### config.mk
export PLATFORM = sky130hd
export DESIGN_NAME = ber_tlv_stream_parser_core
export DESIGN_NICKNAME = d
export VERILOG_FILES = /design/src/btlv_pkg.sv /design/src/btlv_stack.sv /design/src/ber_tlv_stream_parser_core.sv
export SDC_FILE = /design/constraint.sdc
export NUM_CORES = 1
export LEC_CHECK = 0
export CAP_MARGIN = 20
export CELL_PAD_IN_SITES_DETAIL_PLACEMENT = 1
export CELL_PAD_IN_SITES_GLOBAL_PLACEMENT = 2
export CORE_MARGIN = 3
export CORE_UTILIZATION = 39
export DETAILED_ROUTE_END_ITERATION = 8
export DONT_BUFFER_PORTS = 1
export GPL_ROUTABILITY_DRIVEN = 0
export HOLD_SLACK_MARGIN = 0.03
export PLACE_DENSITY_LB_ADDON = 0.05
export SLEW_MARGIN = 10
export SYNTH_ARGS = -nofsm -noshare
export SYNTH_HDL_FRONTEND = slang
export SYNTH_HIERARCHICAL = 1
export SYNTH_SLANG_ARGS = --single-unit
### constraint.sdc
create_clock -name clk -period 13.15 [get_ports clk]
set_input_delay 0.6575 -clock clk [delete_from_list [all_inputs] [get_ports clk]]
set_output_delay 0.6575 -clock clk [all_outputs]
set_load 0.02 [all_outputs]
### src/btlv_pkg.sv
// ----------------------------------------------------------------------------
// BER-TLV stream parser package
// Shared constants, payload structs and control structs for the parser core
// and its end-position stack.
// ----------------------------------------------------------------------------
package btlv_pkg;

  // Structural limits of the parser.
  localparam int MAX_DEPTH    = 8;
  localparam int TAG_BYTES    = 4;
  localparam int LENGTH_BYTES = 2;

  // Derived widths.
  localparam int POS_W   = 24;
  localparam int LEVEL_W = $clog2(MAX_DEPTH + 1);
  localparam int IDX_W   = (MAX_DEPTH > 1) ? $clog2(MAX_DEPTH) : 1;
  localparam int CLOSE_W = $clog2(MAX_DEPTH + 2);
  localparam int TCNT_W  = $clog2(TAG_BYTES + 1);
  localparam int LEFT_W  = $clog2(LENGTH_BYTES + 1);

  // Byte role codes.
  localparam logic [1:0] ROLE_TAG     = 2'd0;
  localparam logic [1:0] ROLE_LENGTH  = 2'd1;
  localparam logic [1:0] ROLE_VALUE   = 2'd2;
  localparam logic [1:0] ROLE_DISCARD = 2'd3;

  // Error codes.
  localparam logic [2:0] ERR_NONE      = 3'd0;
  localparam logic [2:0] ERR_TAG_LONG  = 3'd1;
  localparam logic [2:0] ERR_LEN_FORM  = 3'd2;
  localparam logic [2:0] ERR_OVERRUN   = 3'd3;
  localparam logic [2:0] ERR_TOO_DEEP  = 3'd4;
  localparam logic [2:0] ERR_TRUNCATED = 3'd5;

  // Parse phase, one-hot.
  typedef enum logic [4:0] {
    PH_TAG_FIRST = 5'b00001,
    PH_TAG_MORE  = 5'b00010,
    PH_LEN_FIRST = 5'b00100,
    PH_LEN_MORE  = 5'b01000,
    PH_VALUE     = 5'b10000
  } phase_t;

  // Input beat.
  typedef struct packed {
    logic [7:0] data_byte;
    logic       last_in_buffer;
  } item_t;

  // Result beat.
  typedef struct packed {
    logic [7:0]  byte_out;
    logic [1:0]  role;
    logic [3:0]  depth;
    logic        header_done;
    logic [31:0] tag_value;
    logic [15:0] value_length;
    logic        is_constructed;
    logic [3:0]  elements_closed;
    logic [2:0]  error_code;
  } result_t;

  // Commands from the parser to the end-position stack.
  typedef struct packed {
    logic               clear;
    logic               push;
    logic [LEVEL_W-1:0] pop_cnt;
    logic [POS_W-1:0]   push_end;
  } stk_ctrl_t;

  // Status from the end-position stack.
  typedef struct packed {
    logic [LEVEL_W-1:0] level;
    logic [POS_W-1:0]   top_end;
    logic [LEVEL_W-1:0] match_run;
  } stk_stat_t;

endpackage

### src/btlv_stack.sv
// ----------------------------------------------------------------------------
// BER-TLV end-position stack
// Holds the exclusive end positions of open constructed elements, reports
// the innermost end and how many stacked ends, counted from the top, equal
// a probe position, and applies push, multi-pop and clear commands.
// ----------------------------------------------------------------------------
module btlv_stack
  import btlv_pkg::*;
(
  input  logic             clk,
  input  logic             rst,
  input  logic [POS_W-1:0] probe_pos,
  input  stk_ctrl_t        ctrl,
  output stk_stat_t        stat
);

  logic [POS_W-1:0]   end_stack [MAX_DEPTH];
  logic [LEVEL_W-1:0] level;
  logic [LEVEL_W-1:0] top_pos;
  logic [LEVEL_W-1:0] run_cnt;
  logic               run;

  // Innermost end: entries below the level are always written.
  assign top_pos = level - LEVEL_W'(1);

  // Count equal ends from the top down while the run holds.
  always_comb begin
    run     = 1'b1;
    run_cnt = '0;
    for (int i = MAX_DEPTH - 1; i >= 0; i--) begin
      if (LEVEL_W'(i) < level) begin
        if (run && (end_stack[i] == probe_pos)) begin
          run_cnt = run_cnt + LEVEL_W'(1);
        end else begin
          run = 1'b0;
        end
      end
    end
  end

  always_comb begin
    stat.level     = level;
    stat.top_end   = (level == '0) ? '0 : end_stack[top_pos[IDX_W-1:0]];
    stat.match_run = run_cnt;
  end

  // Stack pointer.
  always_ff @(posedge clk) begin
    if (rst || ctrl.clear) begin
      level <= '0;
    end else begin
      level <= level + LEVEL_W'(ctrl.push) - ctrl.pop_cnt;
    end
  end

  // Entry storage; no reset, entries are written before they are read.
  always_ff @(posedge clk) begin
    if (ctrl.push && !ctrl.clear) begin
      end_stack[level[IDX_W-1:0]] <= ctrl.push_end;
    end
  end

endmodule

### src/ber_tlv_stream_parser_core.sv
// ----------------------------------------------------------------------------
// BER-TLV stream parser core
// Classifies a BER-TLV buffer byte by byte: role, depth, completed headers,
// closing elements and errors.
// ----------------------------------------------------------------------------
// Usage:
// One byte of the encoded buffer enters per beat on the item channel, with
// last_in_buffer marking the buffer's final byte. Each item beat yields
// exactly one result beat on the result channel, in order.
// Results are registered, valid in the cycle after the byte is accepted.
// Throughput is one byte per cycle unless the result channel stalls; the
// per-byte parse step, including the parallel compare against all stacked
// end positions, is one combinational pass from state to result register.
// The item channel stalls only while a result is held and the result
// channel stalls; the held result does not change during that time.
// After an error all bytes up to the marked last byte come out as discards.
// The marked last byte always returns the parser to its reset state.
// Reset is synchronous: it empties the result register and clears the
// parse state and the end-position stack pointer.
// ----------------------------------------------------------------------------
module ber_tlv_stream_parser_core
  import btlv_pkg::*;
(
  input  logic    clk,
  input  logic    rst,
  input  logic    item_valid,
  output logic    item_stall,
  input  item_t   item,
  output logic    result_valid,
  input  logic    result_stall,
  output result_t result
);

  // Parse state.
  phase_t              phase, phase_next;
  logic [31:0]         tag_shift, tag_shift_next;
  logic [TCNT_W-1:0]   tag_count, tag_count_next;
  logic [LEFT_W-1:0]   length_left, length_left_next;
  logic [15:0]         length_accum, length_accum_next;
  logic [POS_W-1:0]    byte_position;
  logic [POS_W-1:0]    value_end, value_end_next;
  logic                first_constructed, first_constructed_next;
  logic                error_latched;

  // Step signals.
  logic                accept;
  logic [7:0]          b;
  logic                last;
  logic [POS_W-1:0]    pos_base;
  logic [POS_W-1:0]    nxt;
  logic [POS_W:0]      end_sum;
  logic [LEFT_W-1:0]   left_dec;
  logic [LEVEL_W-1:0]  level_next;
  logic [LEVEL_W-1:0]  pop_cnt;
  logic [CLOSE_W-1:0]  closed;
  logic [1:0]          role;
  logic [2:0]          err;
  logic                done;
  logic                hdr;
  logic                push;
  stk_ctrl_t           stk_ctrl;
  stk_stat_t           stk_stat;
  result_t             result_next;

  assign accept     = item_valid && !item_stall;
  assign item_stall = result_valid && result_stall;
  assign b          = item.data_byte;
  assign last       = item.last_in_buffer;

  // Position of this byte; it restarts at each top-level first tag byte.
  assign pos_base = ((phase == PH_TAG_FIRST) && (stk_stat.level == '0)) ? '0 : byte_position;
  assign nxt      = pos_base + POS_W'(1);
  assign left_dec = (length_left != '0) ? length_left - LEFT_W'(1) : '0;

  // One parse step for the incoming byte.
  always_comb begin
    phase_next             = phase;
    tag_shift_next         = tag_shift;
    tag_count_next         = tag_count;
    length_left_next       = length_left;
    length_accum_next      = length_accum;
    first_constructed_next = first_constructed;
    value_end_next         = value_end;
    role                   = ROLE_DISCARD;
    err                    = ERR_NONE;
    done                   = 1'b0;
    closed                 = '0;
    hdr                    = 1'b0;
    push                   = 1'b0;
    end_sum                = '0;

    case (phase)
      PH_TAG_FIRST: begin
        role                   = ROLE_TAG;
        tag_shift_next         = {24'd0, b};
        tag_count_next         = TCNT_W'(1);
        first_constructed_next = b[5];
        phase_next             = (b[4:0] == 5'h1F) ? PH_TAG_MORE : PH_LEN_FIRST;
      end
      PH_TAG_MORE: begin
        role = ROLE_TAG;
        if (tag_count >= TCNT_W'(TAG_BYTES)) begin
          err = ERR_TAG_LONG;
        end else begin
          tag_shift_next = {tag_shift[23:0], b};
          tag_count_next = tag_count + TCNT_W'(1);
          if (!b[7]) begin
            phase_next = PH_LEN_FIRST;
          end
        end
      end
      PH_LEN_FIRST: begin
        role = ROLE_LENGTH;
        if (b[7]) begin
          // Long form; the indefinite form has a zero count.
          if ((b[6:0] == 7'd0) || (b[6:0] > 7'(LENGTH_BYTES))) begin
            err = ERR_LEN_FORM;
          end else begin
            length_accum_next = '0;
            length_left_next  = LEFT_W'(b[6:0]);
            phase_next        = PH_LEN_MORE;
          end
        end else begin
          length_accum_next = {8'd0, b};
          done              = 1'b1;
        end
      end
      PH_LEN_MORE: begin
        role = ROLE_LENGTH;
        if (length_accum[15:8] != 8'd0) begin
          err = ERR_LEN_FORM;
        end else begin
          length_accum_next = {length_accum[7:0], b};
          length_left_next  = left_dec;
          if (left_dec == '0) begin
            done = 1'b1;
          end
        end
      end
      PH_VALUE: begin
        role = ROLE_VALUE;
        if (nxt == value_end) begin
          closed     = CLOSE_W'(1);
          phase_next = PH_TAG_FIRST;
        end
      end
      default: begin
        role = ROLE_TAG;
        err  = ERR_TAG_LONG;
      end
    endcase

    // A header byte must leave room inside the parent.
    if ((err == ERR_NONE) && ((role == ROLE_TAG) || (role == ROLE_LENGTH)) && !done &&
        (stk_stat.level != '0) && (nxt >= stk_stat.top_end)) begin
      err = ERR_OVERRUN;
    end

    // Completed header: place the element.
    if (done && (err == ERR_NONE)) begin
      end_sum = {1'b0, nxt} + (POS_W + 1)'(length_accum_next);
      if ((stk_stat.level != '0) && (end_sum > {1'b0, stk_stat.top_end})) begin
        err = ERR_OVERRUN;
      end else if (length_accum_next == 16'd0) begin
        closed     = CLOSE_W'(1);
        phase_next = PH_TAG_FIRST;
      end else if (first_constructed_next) begin
        if (stk_stat.level >= LEVEL_W'(MAX_DEPTH)) begin
          err = ERR_TOO_DEEP;
        end else begin
          push       = 1'b1;
          phase_next = PH_TAG_FIRST;
        end
      end else begin
        value_end_next = end_sum[POS_W-1:0];
        phase_next     = PH_VALUE;
      end
      if (err == ERR_NONE) begin
        hdr = 1'b1;
      end
    end

    // Enclosing elements that end on this same byte close with it.
    pop_cnt    = ((closed != '0) && (err == ERR_NONE)) ? stk_stat.match_run : '0;
    closed     = closed + CLOSE_W'(pop_cnt);
    level_next = stk_stat.level + LEVEL_W'(push) - pop_cnt;

    // The buffer must not end with an element still open.
    if (last && (err == ERR_NONE) &&
        ((phase_next != PH_TAG_FIRST) || (level_next != '0))) begin
      err = ERR_TRUNCATED;
    end
    if (err != ERR_NONE) begin
      hdr     = 1'b0;
      closed  = '0;
      push    = 1'b0;
      pop_cnt = '0;
    end
  end

  // Result beat for the incoming byte.
  always_comb begin
    result_next          = '0;
    result_next.byte_out = b;
    if (error_latched) begin
      result_next.role = ROLE_DISCARD;
    end else begin
      result_next.role            = role;
      result_next.depth           = 4'(stk_stat.level);
      result_next.header_done     = hdr;
      result_next.tag_value       = hdr ? tag_shift_next : '0;
      result_next.value_length    = hdr ? length_accum_next : '0;
      result_next.is_constructed  = hdr && first_constructed_next;
      result_next.elements_closed = 4'(closed);
      result_next.error_code      = err;
    end
  end

  // Stack commands, applied only for an accepted byte.
  always_comb begin
    stk_ctrl.clear    = accept && last;
    stk_ctrl.push     = accept && !error_latched && push;
    stk_ctrl.pop_cnt  = (accept && !error_latched) ? pop_cnt : '0;
    stk_ctrl.push_end = end_sum[POS_W-1:0];
  end

  btlv_stack u_stack (
    .clk       (clk),
    .rst       (rst),
    .probe_pos (nxt),
    .ctrl      (stk_ctrl),
    .stat      (stk_stat)
  );

  // Parse state update.
  always_ff @(posedge clk) begin
    if (rst || (accept && last)) begin
      phase             <= PH_TAG_FIRST;
      tag_shift         <= '0;
      tag_count         <= '0;
      length_left       <= '0;
      length_accum      <= '0;
      byte_position     <= '0;
      value_end         <= '0;
      first_constructed <= 1'b0;
      error_latched     <= 1'b0;
    end else if (accept && !error_latched) begin
      if (err != ERR_NONE) begin
        error_latched <= 1'b1;
      end else begin
        phase             <= phase_next;
        tag_shift         <= tag_shift_next;
        tag_count         <= tag_count_next;
        length_left       <= length_left_next;
        length_accum      <= length_accum_next;
        byte_position     <= nxt;
        value_end         <= value_end_next;
        first_constructed <= first_constructed_next;
      end
    end
  end

  // Result register valid.
  always_ff @(posedge clk) begin
    if (rst) begin
      result_valid <= 1'b0;
    end else if (accept) begin
      result_valid <= 1'b1;
    end else if (!result_stall) begin
      result_valid <= 1'b0;
    end
  end

  // Result register payload.
  always_ff @(posedge clk) begin
    if (accept) begin
      result <= result_next;
    end
  end

endmodule

# Word-level counts from Yosys, hierarchy flattened
# Memory sizes are Yosys's and may differ from the RTL's.
# Cells that the tools add are included.
# totals
ff_bits,184
ramBits,192
wordCells,234
n_memories,1
# op_classes
n_addsub,17
n_lt_le_gt_ge,13
n_eq_ne,22
mux,98
n_bitwise,5
n_reduce_logical,58
# mem_list
memory,words,word_bits,read_ports,rd_ports_with_merged_regs,write_ports,line,source
u_stack.end_stack,8,24,9,0,1,btlv_stack.sv:17,logic [POS_W-1:0] end_stack [MAX_DEPTH];
# ops
operator,n
== test 24 bit,9
2-to-1 mux 4 bit,20
2-to-1 mux 24 bit,3
case mux 32 bit (2 select lines),1
2-to-1 mux 5 bit,10
2-to-1 mux 16 bit,3
2-to-1 mux 1 bit,36
2-to-1 mux 32 bit,1
case mux 16 bit (2 select lines),1
2-to-1 mux 3 bit,10
adder 4 x 1 -> 4 bit (second input constant),7
adder 24 x 16 -> 25 bit,1
> comparator 25 x 24 -> 1 bit,1
adder 24 x 1 -> 24 bit (second input constant),1
>= comparator 24 bit,1
logical AND 1 bit,24
case mux 5 bit (4 select lines),1
logical NOT 16 bit,1
< comparator 3 x 4 -> 1 bit (first input constant),4
2-to-1 mux 2 bit,7
logical NOT 3 bit,4
AND reduction 6 bit,2
nonzero test 4 bit,3
== test 5 bit (second input constant),2
other kinds (35),60

# Longest topological paths before layout
# Gate-level depths: netlist (run 1).
# logic_depth
word_depth,40
mapped_depth,56
mapped_depth_nobuf,49

# Hierarchy
# The synthesis (run 1) kept the hierarchy.
# by_module_without_submodules
module,n_inst,cells_each,area_each_um2
ber_tlv_stream_parser_core,1,1387,11906.4
btlv_stack,1,792,10776.6

# Worst setup path before layout (run 1)
# Ideal clock, no wire load.
# synth_path
path_type,reg2reg
startpoint,register phase[2]
endpoint,"memory u_stack.end_stack[1][0], enable pin"
setup_ps,435
t_arrival_ps,11888
slack_ps,827
stages_incl_launch_ff,50
period_less_slack_ps,12323
cell_sequence,dfxtp_1 -> clkbuf_1 -> nor3_1 -> nand3_1 -> buf_2 -> buf_1 -> nand2_1 -> inv_1 -> ha_1 -> buf_2 -> nand4_4 -> nor4_4 -> nand2_1 -> mux2i_1 -> inv_1 -> buf_2 -> xnor2_1 -> nand4_1 -> (+14 left out) -> ha_1 -> mux2_2 -> ha_1 -> mux2_2 -> nand2_1 -> ha_1 -> inv_1 -> fa_1 -> xnor2_1 -> or4b_2 -> a221o_1 -> o41ai_2 -> buf_2 -> nand2_1 -> buf_2 -> nor2_1 -> nand3_1 -> nor3_1
# synth_rtl
item,line,source
from (decl),ber_tlv_stream_parser_core.sv:35,"phase_t phase, phase_next;"
from (signal assigned),ber_tlv_stream_parser_core.sv:251,phase <= phase_next;
to (decl),btlv_stack.sv:17,

==> results of run 1 <==
## through the flow
step,cells,worst slack (ns),power (mW),hold slack (ns),utilization [%]
detailed placement,2868,0.238,1.60,0.463,41.5
finish,2953,1.01,2.84,0.160,44.1
CTS,2951,0.203,2.86,0.129,44.1
global placement,2867,0.606,1.60,0.461,41.5
floorplan,2179,0.827,1.49,0.448,-
global route,2953,0.0365,2.93,0.138,44.1
## cells in the mapped netlist (42+ instances only)
library cell / n / area [um2]
edfxtp_1: 263 / 7900
nand2_1: 182 / 683
a21oi_1: 162 / 811
xnor2_1: 149 / 1310
nor2_1: 114 / 428
dfxtp_1: 113 / 2260
xor2_1: 112 / 981
nand3_1: 95 / 475
ha_1: 89 / 1110
inv_1: 82 / 308
clkbuf_1: 74 / 278
o21ai_0: 64 / 320
nand4_1: 60 / 375
nor3_1: 58 / 290
mux4_2: 48 / 1080
nor4_1: 42 / 263
## logic make-up after synthesis
family	Yosys count
compound gates	436
xor+xnor	263
fa+ha+maj	92
buf+inv	217
flops	376
mux	70
simple gates	725
## flip-flops by register name, indices dropped and copies added, names as in the netlist, 4 cells and up
| register | flops |
|---|---|
| u_stack/end_stack | 192 |
| result | 71 |
| tag_shift | 32 |
| byte_position | 24 |
| value_end | 24 |
| length_accum | 16 |
| phase | 5 |
| u_stack/level | 4 |
## per-layer routing
metal / up-vias / global-route usage, % / wire length [um]
met5: - / 0 / 0
met3: 160 / 3.48 / 4020
met4: 0 / 14.2 / 4890
met2: 493 / 50.9 / 43800
li1: 8104 / - / -
met1: 9082 / 33.9 / 34800
## worst max-delay path: cells and delay by family (launching register included)
| family | cells | cell delay, ns |
|---|---|---|
| xor+xnor | 6 | 0.93 |
| mux | 1 | 0.29 |
| fa+ha+maj | 11 | 3.28 |
| flops | 1 | 0.60 |
| simple gates | 16 | 3.60 |
| buf+inv | 6 | 0.78 |
| compound gates | 9 | 2.59 |
## power groups by stage
stage,sequential (mW),clock [mW],combinational [mW]
after floorplan,1.32,0,0.167
after global placement,1.34,0,0.260
after detailed placement,1.34,0,0.264
after CTS,1.31,1.28,0.264
after global routing,1.31,1.33,0.286
final,1.31,1.26,0.266
## path summary, 6_finish.rpt
kind / from / end / slack [ns] / cells after the start
hold / removal: rst / result_valid / 0.16 / 1
setup reg to reg: u_stack/level[0] / u_stack/level[2] / 1.01 / 49
setup / recovery: u_stack/level[0] / u_stack/level[2] / 1.01 / 49
hold reg to reg: tag_shift[27] / tag_shift[27] / 0.48 / 1
## area by class of cell
type	instances	area, um2	area share [%]
Clock buffer	56	1190	4.73
Clock inverter	27	275	1.10
Inverter	83	312	1.24
Multi-Input combinational cell	1586	11700	46.6
Sequential cell	376	10200	40.4
Tap cell	756	946	3.76
Timing Repair Buffer	69	526	2.09
==> flow_summary.yaml, run 1 <==
synthesis:
  ys.warnings.count: 6
  synth_area_per_cell_um2: 10.4
  synth_seq_cells: 376
  synth_edf_count: 263
  muxShareOfSynthArea_pct: 5.75
  synth-simple-area-share_pct: 17.0
  synth_compound_area_share_pct: 12.8
  netlist_area_um2: 22700
  synthFlopType: "edfxtp_1"
  synth_fp_nets: 2284
  synth_fa_ha_area_share_pct: 5.17
  synth-xor-area-share_pct: 10.3
  ys_seq_area_share_pct: 44.8
  async_flop_share_pct: 0
  syn_inst: 2179
  synth_top_family_by_area: "simple AND/OR/NAND/NOR gates"
  synth.distinct_cells: 99
cells_and_area:
  fillCellCount: 6151
  layout_commonest_cell: "edfxtp_1"
  area_delta_synth_final_pct: 10.8
  drive_gt1_share_pct: 11.2
  n_antenna_cell: 0
  final_cell_mix: "edfxtp_1, nand2_1, a21oi_1"
  fin_nets: 2266
  design_area_um2: 25100
power:
  p_int_mw: 2.08
  powerDensity_nw_per_um2: 113
  power.share.clock_pct: 44.4
  irDropWorstVdd_mv: 0.111
  p_comb_share_pct: 9.4
  power_frac_seq_pct: 46.2
  p_sw_share_pct: 26.5
  p_sw_uw: 752
  p_leak_nw: 8.72
worst_setup_path:
  worstPathArrival_ns: 12.62
  cp.required_ns: 13.63
  critPathKind: "reg -> reg"
  slowest_stage: "o41a_1"
  startpoint_type: "flop"
  crit_fanout: 20
  slowest_delay_ns: 0.61
  path_common_cell: "ha_1"
  worst_setup_path_end_kind: "flop"
die:
  start_util_pct: 39.8
  num_rows: 87
  core_area_um2: 56900
  die_width_um: 247
  die_h_um: 247
  io_pins: 86
  die-area_um2: 61100
flow_run:
  maxCapViolCount: 0
clocking:
  post-cts-setup-buffers: 0
  cts.sinks: 376
  cts_buffer_depth: 3
  numCtsBuffers: 45
  insertion_delay_ns: 0.58
  htreeDepth: 2
  clk_pin_slew_ns: 0.06
  clockRootBuffer: "clkbuf_16"
  cts_resized: 0
  cts_hold_buf: 0
  cts_tree: "done"
grt:
  grt-ovfl-total: 0
  grt_start_max_net_pins: 75
  grt_pass1_wl_um: 128000
  grt_pass1_vias: 18696
  grt_use_total_pct: 28.6
  antenna_found_initial: 0
placement:
  place.port_buffers: 0
  hpwl_um: 65300
  dpl-instance-area_um2: 23600
routing:
  wl_per_cell_um: 29.6
  ant_nets: 0
  post-route-drc-count: 0
  viasPerCell: 6.04
  routed_wl_um: 87500
  drtIter0Drc: 1307
  vias: 17839
  dr.pass1.iters: 5
run_status:
  status: "finished, final reports clean"
timing:
  rsz0062_at_grt: "false"
  finalHoldViolations: 0
  tightest_slew_ns: 0.996
  min_period_ns: 12.14
  slew_headroom_pct: 33.0
  setup_viol: 0
  setup_tns_ns: 0
  slew_violations: 0
  max_freq_mhz: 82.4
  post-route-period-util_pct: 92.3
  fin_skew_ns: 0.0246
worst_hold_path:
  hold_class: "in -> reg"
No activity file was read; power rests on OpenSTA's default activity.
==> run 2: changes to the inputs <==
--- a/config.mk
+++ b/config.mk
@@ -5,11 +5,12 @@
 export SDC_FILE = /design/constraint.sdc
 export NUM_CORES = 1
 export LEC_CHECK = 0
+export ABC_AREA = 1
 export CAP_MARGIN = 20
 export CELL_PAD_IN_SITES_DETAIL_PLACEMENT = 1
 export CELL_PAD_IN_SITES_GLOBAL_PLACEMENT = 2
 export CORE_MARGIN = 3
-export CORE_UTILIZATION = 39
+export CORE_UTILIZATION = 35
 export DETAILED_ROUTE_END_ITERATION = 8
 export DONT_BUFFER_PORTS = 1
 export GPL_ROUTABILITY_DRIVEN = 0
==> run 2 against run 1 <==
Compared with the run above:
- clock skew increased by 0.0051 ns
- wire length fell by 3.7%
- sequential power grew 3%
- clock power about the same
- total power grew 11%
- combinational power increased by 100%
- critical path depth increased by 15
- final area grew 1.9%
- critical path type unchanged
- via count rose by 10%
- sequential cell count stayed put
- synthesized cell count increased by 35%
- die area up 14%
==> flow_summary.yaml, run 2 <==
synthesis:
  synth_fp_nets: 3040
  synth_area_per_cell_um2: 7.95
  synth_common_cells: "nand2_1, nor2_1, inv_1"
  synthFlopType: "edfxtp_1"
  synth.distinct_cells: 58
  synth_seq_cells: 376
  ys.warnings.count: 6
  ys_seq_area_share_pct: 43.6
  async_flop_share_pct: 0
  synth_top_area_cell: "edfxtp_1"
  yosysMostFrequentCell: "nand2_1"
  netlist_area_um2: 23300
  synth_edf_count: 263
  yosys.area.top_type_share_pct: 33.9
  syn_inst: 2935
  synth_area_leaders: "edfxtp_1, dfxtp_1, nand2_1"
worst_hold_path:
  hold_class: "in -> reg"
  min_from: "rst"
cells_and_area:
  largest_reg_flops: 192
  area_delta_synth_final_pct: 9.86
  drive_gt1_share_pct: 9.82
  design_area_um2: 25600
  layout_commonest_cell: "nand2_1"
  fillCellCount: 7965
  register_area_um2: 10200
  multiInputGateArea_um2: 10900
  n_antenna_cell: 0
  fin_nets: 3023
  final_cell_mix: "nand2_1, nor2_1, inv_1"
die:
  core_area_um2: 65900
  die_h_um: 264
  start_util_pct: 35.4
  io_pins: 86
  num_rows: 94
  die_width_um: 264
  die-area_um2: 69800
placement:
  dpl-instance-area_um2: 24100
  place.port_buffers: 0
  post-place-ws_ns: 1.46
  hpwl_um: 61200
worst_setup_path:
  slowest_delay_ns: 0.64
  endpoint: "u_stack/level[3]"
  crit_fanout: 81
  r2r_start: "u_stack/level[2]"
  critPathKind: "reg -> reg"
  startpoint_type: "flop"
  worstPathArrival_ns: 12.14
  rr_worst_depth: 64
  worst_setup_path_end_kind: "flop"
  slowest_stage: "dfxtp_1"
  reg2reg_slack_ns: 1.47
  cp.required_ns: 13.61
  reg2reg_to: "u_stack/level[3]"
  cp-startpoint: "u_stack/level[2]"
routing:
  wl_met2_um: 38800
  viasPerCell: 5.15
  top_layer: "met4"
  vias: 19667
  ant_nets: 0
  routed_wl_um: 84300
  post-route-drc-count: 0
  drtIter0Drc: 1099
  dr.pass1.iters: 6
  wl_per_cell_um: 22.1
  wl_met3_um: 3030
  wl_met1_um: 40800
timing:
  setup_tns_ns: 0
  slew_headroom_pct: 20.1
  tightest_slew_ns: 1.20
  finalHoldViolations: 0
  rsz0062_at_grt: "false"
  fin_skew_ns: 0.0297
  setup_viol: 0
  post-route-period-util_pct: 88.8
  setup_slack_ns: 1.47
  max_freq_mhz: 85.6
  slew_violations: 0
  min_period_ns: 11.68
clocking:
  htreeDepth: 2
  insertion_delay_ns: 0.59
  cts_tree: "done"
  cts_hold_buf: 0
  cts_buffer_depth: 3
  numCtsBuffers: 47
  cts_resized: 0
  cts.sinks: 376
  clockRootBuffer: "clkbuf_16"
  clk_pin_slew_ns: 0.06
  post-cts-setup-buffers: 0
flow_run:
  maxCapViolCount: 0
grt:
  grt_use_total_pct: 23.8
  antenna_found_initial: 0
  grt-ovfl-total: 0
  grt_pass1_wl_um: 128000
  grt_pass1_vias: 20298
  grt_start_max_net_pins: 82
power:
  p_leak_nw: 10.5
  irDropWorstVdd_mv: 0.108
  powerDensity_nw_per_um2: 123
run_status:
  status: "finished, final reports clean"
run 2: cell types whose count changed in the layout (fill, tap and decap cells not counted), moves of 34 or more:
cell	previous run	this run
nand2_1	181	558
nor2_1	105	465
inv_1	82	388
o21ai_0	64	193
xnor2_1	147	65
mux4_2	48	0
a21oi_1	161	116
a22o_1	36	0
nor3_1	54	18
and2_1	36	2
run 2: layer usage:
layer | vias up | track usage (%)
li1 | 9490 | -
met1 | 9737 | 33.9
met2 | 351 | 39.2
met3 | 89 | 2.60
met4 | 0 | 4.71
met5 | - | 0
run 2: where the power goes:
| part | switching, mW | internal (mW) | total, mW |
|---|---|---|---|
| logic | 0.389 | 0.155 | 0.544 |
| clock network | 0.540 | 0.721 | 1.26 |
| registers | 0.0487 | 1.30 | 1.35 |
| total | 0.978 | 2.17 | 3.15 |
run 2: worst min path at each step:
| stage | cells after the start | slack, ns | end |
|---|---|---|---|
| floorplan | 2 | 0.44 | byte_position[23] |
| global placement | 2 | 0.46 | byte_position[23] |
| detailed placement | 2 | 0.47 | byte_position[23] |
| CTS | 1 | 0.13 | result_valid |
| global route | 0 | 0.13 | result[68] |
| finish | 1 | 0.16 | result_valid |
run 2: cells by family after synthesis:
group	after synthesis	synth area share, %
compound gates	439	10.4
xor+xnor	154	5.94
simple gates	1330	25.1
buf+inv	543	9.96
flops	376	43.6
fa+ha+maj	92	5.03
mux	1	0.0483
run 2: layout make-up:
class                      instances  area share (%)
clock buffer                      60            4.94
clock inverter                    25           0.801
inverter                         431            6.41
multi-input combinational       2016            42.5
sequential                       376            39.7
tap                              864            4.22
timing repair buffer              46            1.45
run 2: critical path, delay by kind of cell (launching register included):
kind / cells / cell delay, ns
compound gates: 10 / 1.62
xor+xnor: 2 / 0.47
fa+ha+maj: 8 / 2.46
buf+inv: 11 / 1.49
flops: 1 / 0.64
simple gates: 33 / 4.87
run 2: through the flow:
stage          instances  power, mW  util [%]  hold slack (ns)
6_report            3818       3.15      38.9            0.155
5_1_grt             3818       3.30      38.9            0.131
4_1_cts             3818       3.19      38.9            0.126
3_5_place_dp        3733       1.91      36.7            0.470
3_3_place_gp        3733       1.90      36.7            0.459
2_1_floorplan       2935       1.75         -            0.440
==> run 3: changes to the inputs <==
--- a/config.mk
+++ b/config.mk
@@ -10,7 +10,7 @@
 export CELL_PAD_IN_SITES_DETAIL_PLACEMENT = 1
 export CELL_PAD_IN_SITES_GLOBAL_PLACEMENT = 2
 export CORE_MARGIN = 3
-export CORE_UTILIZATION = 35
+export CORE_UTILIZATION = 39
 export DETAILED_ROUTE_END_ITERATION = 8
 export DONT_BUFFER_PORTS = 1
 export GPL_ROUTABILITY_DRIVEN = 0
==> constraint.sdc (replaced) <==
create_clock -name clk -period 10.8 [get_ports clk]
set_input_delay 0.54 -clock clk [delete_from_list [all_inputs] [get_ports clk]]
set_output_delay 0.54 -clock clk [all_outputs]
set_load 0.02 [all_outputs]
==> run 3 against run 2 <==
Compared with the run above:
- die area is 10% lower
- critical path depth is 4 lower
- final area is 2.3% higher
- combinational power is 26% higher
- first-iteration DRC count is 0.27% lower
- sequential power is 21% higher
- global-route usage is 1.7 points higher
- sequential cell count stayed put
- hold slack worse by 0.024 ns
- critical path type unchanged
- highest routed layer is now met5
==> flow_summary.yaml, run 3 (same netlist as run 2, synthesis figures left out) <==
run_status:
  status: "finished, final reports clean"
routing:
  drtIter0Drc: 1096
  wl_per_cell_um: 21.5
  post-route-drc-count: 0
  routed_wl_um: 80800
  ant_nets: 0
  vias: 19783
  viasPerCell: 5.26
  dr.pass1.iters: 5
power:
  p_comb_share_pct: 16.9
  irDropWorstVdd_mv: 0.108
  powerDensity_nw_per_um2: 155
  p_leak_nw: 10.7
  power_frac_seq_pct: 40.5
  p_sw_mw: 1.19
  p_int_mw: 2.86
  p_sw_share_pct: 29.4
  power.share.clock_pct: 42.6
  power_mw: 4.05
die:
  num_rows: 89
  die_h_um: 251
  start_util_pct: 39.4
  io_pins: 86
  die-area_um2: 62800
  core_area_um2: 59100
  die_width_um: 251
grt:
  grt-ovfl-total: 0
  grt_pass1_vias: 20675
  antenna_found_initial: 1
  grt_use_total_pct: 25.5
  grt_pass1_wl_um: 124000
  grt_start_max_net_pins: 120
cells_and_area:
  design_area_um2: 26200
  fin_nets: 3053
  final_cell_mix: "nand2_1, nor2_1, inv_1"
  largest_reg_flops: 192
  area_delta_synth_final_pct: 12.3
  layout_commonest_cell: "nand2_1"
  drive_gt1_share_pct: 11.3
worst_setup_path:
  crit_fanout: 20
  worst_setup_path_end_kind: "flop"
  slowest_delay_ns: 0.54
  startpoint_type: "flop"
  critPathKind: "reg -> reg"
  path_common_cell: "nand2_1"
  worstPathArrival_ns: 10.32
  cp.required_ns: 11.07
  slowest_stage: "fa_1"
placement:
  hpwl_um: 60400
  dpl-instance-area_um2: 24300
  place.port_buffers: 0
timing:
  finalHoldViolations: 0
  fin_skew_ns: 0.0319
  rsz0062_at_grt: "true"
  min_period_ns: 10.04
  slew_headroom_pct: 18.7
  setup_tns_ns: 0
  slew_violations: 0
  max_freq_mhz: 99.6
  tightest_slew_ns: 1.21
  post-route-period-util_pct: 93.0
  setup_viol: 0
clocking:
  cts_tree: "done"
  htreeDepth: 2
  numCtsBuffers: 46
  insertion_delay_ns: 0.60
  cts.sinks: 376
  cts_buffer_depth: 3
  clk_pin_slew_ns: 0.06
  clockRootBuffer: "clkbuf_16"
worst_hold_path:
  hold_class: "in -> reg"
flow_run:
  maxCapViolCount: 0
-- run 3: repair_timing --
item | 4_1_cts | 5_1_grt
pin swaps | 0 | 1
endpoints found under the setup margin | 164 | 304
hold endpoints to repair | 9 | 0
hold buffers | 9 | 0
buffers inserted | 0 | 5
gates resized for setup | 1 | 32
-- run 3: cell type report --
cell class	instances	area [um2]
antenna	1	2.50
clock buffer	57	1240
clock inverter	28	444
fill	7105	32900
inverter	431	1650
multi-input combinational	2016	11000
sequential	376	10200
tap	773	967
timing repair buffer	77	729
-- run 3: path summary, 6_finish.rpt --
check,startpoint,slack (ns),endpoint,cells past startpoint
max,phase[4],0.76,u_stack/end_stack[6][10],60
min,result_stall,0.13,result_valid,2
max reg2reg,phase[4],0.76,u_stack/end_stack[6][10],60
min reg2reg,byte_position[23],0.49,byte_position[23],2
-- run 3: metrics by stage --
stage	hold WS (ns)	util, %	cells	setup slack, ns
finish	0.131	44.3	3759	0.758
global route	0.114	44.3	3758	-0.0393
CTS	0.0970	44.0	3753	0.102
detailed placement	0.472	41.0	3659	0.00654
global placement	0.462	41.0	3659	0.413
floorplan	0.440	-	2935	1.12
-- run 3: power by group through the flow --
| stage | sequential [mW] | combinational [mW] | clock [mW] |
|---|---|---|---|
| floorplan | 1.65 | 0.473 | 0 |
| global placement | 1.67 | 0.655 | 0 |
| detailed placement | 1.67 | 0.670 | 0 |
| CTS | 1.64 | 0.678 | 1.77 |
| global route | 1.65 | 0.761 | 1.83 |
| finish | 1.64 | 0.684 | 1.73 |
-- run 3: worst max-delay path, delay by kind of cell (launching register included) --
| family | cells | cell delay, ns |
|---|---|---|
| AOI/OAI and AO/OA | 5 | 0.72 |
| xor gates and xnor gates | 1 | 0.37 |
| adders and majority gates | 8 | 2.40 |
| buffers and inverters | 12 | 1.35 |
| DFF | 1 | 0.34 |
| and+or+nand+nor | 34 | 4.49 |
-- run 3: metal layers --
| layer | global-route usage [%] | routed length (um) | vias to the layer above |
|---|---|---|---|
| met5 | 0 | 13 | - |
| met4 | 6.35 | 2030 | 2 |
| met3 | 3.25 | 2690 | 110 |
| met2 | 43.6 | 38500 | 298 |
| met1 | 34.3 | 37500 | 9839 |
| li1 | - | - | 9534 |
